==> src/rtl/etc_pkg.sv <==
// Shared types and constants for the edge timestamp capture unit.
`default_nettype none
package etc_pkg;

  // Item kinds carried on the input tuser
  localparam logic OP_SAMPLE = 1'b0;
  localparam logic OP_READ   = 1'b1;

  // Configuration register indexes
  localparam logic [1:0] CFG_RISING  = 2'd0;
  localparam logic [1:0] CFG_FALLING = 2'd1;
  localparam logic [1:0] CFG_LINE_EN = 2'd2;

  // Fixed field widths
  localparam int PIN_W    = 16;
  localparam int RLINE_W  = 4;
  localparam int RSLOT_W  = 3;
  localparam int OUT_W    = 32;
  localparam int CNT_W    = 32;
  localparam int CFG_IDX_W = 2;
  localparam int CFG_W    = 16;
  localparam int IN_DATA_W  = 24;   // 23 bits of fields, padded to bytes
  localparam int OUT_DATA_W = 144;

  // Input item payload as held in the first stage
  typedef struct packed {
    logic               op;
    logic [PIN_W-1:0]   pins;
    logic [RLINE_W-1:0] rline;
    logic [RSLOT_W-1:0] rslot;
  } in_item_t;

endpackage
`default_nettype wire

==> src/rtl/etc_ram.sv <==
// Generic single-write, single-read RAM with registered, write-first read.
`default_nettype none
module etc_ram #(
  parameter int WIDTH = 32,
  parameter int DEPTH = 8,
  localparam int AW = (DEPTH > 1) ? $clog2(DEPTH) : 1
) (
  input  wire logic             clk,
  input  wire logic             we,
  input  wire logic [AW-1:0]    waddr,
  input  wire logic [WIDTH-1:0] wdata,
  input  wire logic             re,
  input  wire logic [AW-1:0]    raddr,
  output logic      [WIDTH-1:0] rdata
);
  logic [WIDTH-1:0] mem [DEPTH];

  always_ff @(posedge clk) begin
    if (we) begin
      mem[waddr] <= wdata;
    end
  end

  // A read at the address being written returns the new data
  always_ff @(posedge clk) begin
    if (re) begin
      if (we && (waddr == raddr)) begin
        rdata <= wdata;
      end else begin
        rdata <= mem[raddr];
      end
    end
  end
endmodule
`default_nettype wire

==> src/rtl/etc_line_rec.sv <==
// Per-line capture record: edge times, event count and interval history.
`default_nettype none
module etc_line_rec
  import etc_pkg::*;
#(
  parameter int AVG_DEPTH = 8,
  parameter int TIME_BITS = 32,
  localparam int SLOT_W = (AVG_DEPTH > 1) ? $clog2(AVG_DEPTH) : 1,
  localparam int FILL_W = $clog2(AVG_DEPTH + 1)
) (
  input  wire logic                 clk,
  input  wire logic                 rst_n,
  input  wire logic                 fire,
  input  wire logic [TIME_BITS-1:0] now,
  input  wire logic                 rd_en,
  input  wire logic [SLOT_W-1:0]    rd_slot,
  output logic      [TIME_BITS-1:0] last_time,
  output logic      [TIME_BITS-1:0] prev_time,
  output logic      [CNT_W-1:0]     event_count,
  output logic      [FILL_W-1:0]    fill,
  output logic      [TIME_BITS-1:0] rd_interval
);
  logic [TIME_BITS-1:0] last_r, prev_r;
  logic [CNT_W-1:0]     count_r;
  logic [SLOT_W-1:0]    ptr_r;      // count mod AVG_DEPTH
  logic [FILL_W-1:0]    fill_r;     // history slots written so far, saturating
  logic [TIME_BITS-1:0] interval_nxt;

  assign interval_nxt = now - last_r;

  // Record update on a fire
  always_ff @(posedge clk) begin
    if (!rst_n) begin
      last_r  <= '0;
      prev_r  <= '0;
      count_r <= '0;
      ptr_r   <= '0;
      fill_r  <= '0;
    end else if (fire) begin
      prev_r  <= last_r;
      last_r  <= now;
      count_r <= count_r + 1'b1;
      // slot pointer follows the count, including its wrap to zero
      if ((count_r == '1) || (ptr_r == SLOT_W'(AVG_DEPTH - 1))) begin
        ptr_r <= '0;
      end else begin
        ptr_r <= ptr_r + 1'b1;
      end
      if (fill_r != FILL_W'(AVG_DEPTH)) begin
        fill_r <= fill_r + 1'b1;
      end
    end
  end

  // Interval history
  etc_ram #(
    .WIDTH (TIME_BITS),
    .DEPTH (AVG_DEPTH)
  ) u_hist (
    .clk   (clk),
    .we    (fire),
    .waddr (ptr_r),
    .wdata (interval_nxt),
    .re    (rd_en),
    .raddr (rd_slot),
    .rdata (rd_interval)
  );

  assign last_time   = last_r;
  assign prev_time   = prev_r;
  assign event_count = count_r;
  assign fill        = fill_r;
endmodule
`default_nettype wire

==> config.mk <==
export PLATFORM = sky130hd
export DESIGN_NAME = etc_line_rec
export DESIGN_NICKNAME = d
export VERILOG_FILES = /design/src/rtl/etc_pkg.sv /design/src/rtl/etc_ram.sv /design/src/rtl/etc_line_rec.sv
export SDC_FILE = /design/constraint.sdc
export NUM_CORES = 1
export LEC_CHECK = 0
export ABC_AREA = 0
export BUFFER_PORTS_ARGS = -buffer_cell sky130_fd_sc_hd__clkbuf_2
export CELL_PAD_IN_SITES_DETAIL_PLACEMENT = 2
export CELL_PAD_IN_SITES_GLOBAL_PLACEMENT = 2
export CORE_MARGIN = 2
export CORE_UTILIZATION = 42
export DETAILED_ROUTE_END_ITERATION = 6
export HOLD_SLACK_MARGIN = 0.05
export PLACE_DENSITY = 0.83
export SYNTH_ARGS = -nofsm -noshare
export SYNTH_HDL_FRONTEND = slang
export SYNTH_SLANG_ARGS = --single-unit
==> constraint.sdc <==
create_clock -name clk -period 5.3 [get_ports clk]
set_input_delay 0.53 -clock clk [delete_from_list [all_inputs] [get_ports clk]]
set_output_delay 0.53 -clock clk [all_outputs]
set_load 0.02 [all_outputs]
==> flow_summary_export.csv <==
group,metric,value,unit
detailed_routing,via_per_inst,5.567,
global_routing,antenna_found_initial,3,
timing,drv_slew,0,
timing,max_freq,286.5,MHz
timing,fin_crit,3490,ps
timing,finalClockSkew,19.03,ps
worst_setup_path,r2r_cells,10,
timing,finalHoldViolations,0,
detailed_routing,ant_nets,0,
global_routing,first_global_vias,11871,
pwr,peakVddDrop,0.2179,mV
global_routing,overflow,0,
synth,ys.flop_type,"edfxtp_1",
clocking,numCtsBuffers,44,
clocking,clk_pin_slew,60,ps
synth,ys_ff_latch,391,
worst_setup_path,crit_type,"reg2reg",
pwr,powerDensity,381.3,nW/um^2
synth,syn_avg_cell_area,14.55,um^2
detailed_routing,dr.pass1.iters,5,
worst_setup_path,endpoint_kind,"flip-flop",
synth,seq_area_frac_synth,63.08,%
layout,fin_nets,1423,
timing,fin_crit_sh,65.85,%
place,routabilityCongestion,0.7493,
worst_setup_path,crit_family,"compound AO/OA/AOI/OAI gates",
synth,synth-edff-count,288,
clocking,ctsHtreeMaxLevel,2,
clocking,cts-hold-fix-buffers,0,
place,dpl_cell_area,18420,um^2
timing,relSlewSlack,24.43,%
synth,ys_warn_count,0,
global_routing,grt_pass1_wl,75.74,mm
timing,tightest_slew,1130,ps
place,io_buffers,170,
synth,synthCells,1167,
timing,rsz0062_at_grt,"false",
min_path,hold_class,"in2reg",
layout,final_common_cell,"edfxtp_1",
floorplan,core,39820,um^2
min_path,whs_path_depth,3,
worst_setup_path,crit_chain,"inv_1 -> ha_1 -> nand4_1 -> nor2_1 -> nand2_1 -> o21ai_1 -> a31o_2 -> a221oi_2 -> xnor2_1 -> o21a_1",
synth,synth_cell_types,60,
synth,ys_async_sr_fraction,0,%
synth,syn-cell-area,16980,um^2
layout,final_cell_mix,"edfxtp_1, clkbuf_2, dfxtp_1, mux2i_1, nor2b_1",
clocking,cts_root_buf,"clkbuf_16",
detailed_routing,wl,50.03,mm
layout,area_growth,16.86,%
worst_setup_path,startpoint_type,"flip-flop",
min_path,hp-start,"now[15]",
timing,fin_tns_setup,0,ps
worst_setup_path,cpPeakStageDelay,880,ps
floorplan,die_w,205.1,um
job,maxCapViolCount,0,
floorplan,initial_utilization,42.63,%
worst_setup_path,reg2reg_slack,1810,ps
layout,final_cell_area,19840,um^2
clocking,clock_latency,580,ps
detailed_routing,drcViolationCount,0,
worst_setup_path,r2r_start,"last_time[12]",
clocking,cts_tree,"yes",
outcome,outcome,"finished, final reports clean",
worst_setup_path,crit_buf_inv,1,
detailed_routing,drt_first_iter_violations,571,
layout,drive_gt1_share,24.46,%
clocking,cts_resized,0,
worst_setup_path,reg2reg_to,"u_hist.rdata[25]",
floorplan,die_h,205.1,um
worst_setup_path,worstPathMaxFanout,9,
clocking,cts_sinks,391,
detailed_routing,wire_per_inst,26.21,um
global_routing,grt_start_max_net_pins,103,
floorplan,die-area,42050,um^2
floorplan,io_pins,171,
worst_setup_path,critical_path.slowest_cell,"xnor2_1",
detailed_routing,vias,10627,
pwr,power_leakage,7.400,nW
timing,setup_violations,0,
global_routing,track_usage,24.42,%
floorplan,fp-row-count,73,
clocking,postCtsSetupBuffers,0,
place,hpwl,32.24,mm
min_path,hold_path_end,"last_time[15]",
worst_setup_path,arrival,3930,ps
clocking,cts_max_path_buffers,3,
worst_setup_path,worstPathRequired,5740,ps
synth,synth_nets,1243,
[Yosys cell counts (all sizes together), types with 2 or more instances]
cell | count | area share (%)
a211oi | 5 | 0.25
a21boi | 2 | 0.088
a21o | 8 | 0.35
a21oi | 49 | 1.5
a221oi | 2 | 0.14
a22o | 2 | 0.10
a31o | 2 | 0.10
a31oi | 3 | 0.11
a41oi | 2 | 0.21
and2 | 38 | 1.4
and3 | 9 | 0.33
and4 | 3 | 0.15
buf | 17 | 0.49
clkbuf | 35 | 0.79
dfxtp | 103 | 12
edfxtp | 288 | 51
ha | 36 | 2.7
inv | 43 | 0.95
mux2 | 2 | 0.13
mux2i | 98 | 5.8
mux4 | 64 | 8.5
nand2 | 53 | 1.2
nand2b | 5 | 0.18
nand3 | 21 | 0.62
nand4 | 13 | 0.48
nor2 | 49 | 1.1
nor2b | 69 | 2.6
nor3 | 11 | 0.32
nor3b | 2 | 0.088
o2111a | 2 | 0.13
o21a | 12 | 0.53
o21ai | 25 | 0.76
o21bai | 8 | 0.35
o31ai | 3 | 0.13
or2 | 3 | 0.11
xnor2 | 48 | 2.5
xor2 | 19 | 0.98
[layout make-up]
| type | count | area (um^2) |
|---|---|---|
| diodes | 2 | 5.005 |
| clock buffers | 55 | 1184 |
| clock inverters | 26 | 234.0 |
| fillers | 3847 | 19980 |
| inverters | 43 | 161.4 |
| multi-input cells | 681 | 5913 |
| flip-flops and latches | 391 | 10710 |
| well taps | 525 | 656.9 |
| repair buffers | 186 | 975.9 |
[power by group]
part | internal, W | switching, W | leakage (nW)
clock | 0.00174 | 0.00128 | 0.693
combinational | 0.000297 | 0.000639 | 3.23
sequential | 0.00354 | 0.0000674 | 3.48
[sequential cells by signal, summed over array words and instances (netlist names)]
register / cells
fill: 4
ptr_r: 3
u_hist.rdata: 32
last_time: 32
event_count: 32
prev_time: 32
u_hist.mem: 256
[kinds of logic after synthesis]
| kind of cell | Yosys count | share of synthesized area [%] |
|---|---|---|
| buffers and inverters | 95 | 2.233 |
| AND/OR/NAND/NOR | 282 | 8.866 |
| AO/OA/AOI/OAI | 131 | 5.189 |
| adder cells (fa/ha/maj) | 37 | 2.771 |
| multiplexers | 164 | 14.40 |
| XOR/XNOR | 67 | 3.456 |
| flip-flops | 391 | 63.08 |
[worst min-delay path, cell delays in order]
cell and delay, ps:
clkbuf_2 100, mux2i_1 70, nor2b_1 90
[metrics by stage]
stage          power, W  hold WS, ps  worst slack (ps)  instances  util [%]
2_1_floorplan  0.004221        536.9              1011       1167         -
3_3_place_gp   0.004495        496.6              1974       1826     46.25
3_5_place_dp   0.004601        511.4              1680       1826     46.25
4_1_cts        0.007632        220.8              1833       1907     49.81
5_1_grt        0.007816        260.6              1631       1908     49.81
6_report       0.007565        247.7              1810       1909     49.82
[worst max path at each step]
stage / startpoint / end / slack, ps / cells after the start
floorplan: fire / u_hist.mem[4][0] / 1010 / 5
global placement: now[0] / u_hist.rdata[28] / 1970 / 12
detailed placement: now[0] / u_hist.rdata[26] / 1680 / 12
CTS: last_time[19] / u_hist.rdata[26] / 1830 / 10
global route: last_time[9] / u_hist.rdata[25] / 1630 / 10
finish: last_time[12] / u_hist.rdata[25] / 1810 / 10
[layer usage]
layer	part of all wire, %	vias to the layer above	wire length [um]	track usage (%)
met3	4.9	80	2446	3.866
met2	50	299	25220	42.24
met5	0	-	0	0
met1	42	5537	20950	31.29
met4	2.8	0	1417	8.196
li1	-	4711	-	-
(Power assumes the default switching activity.)
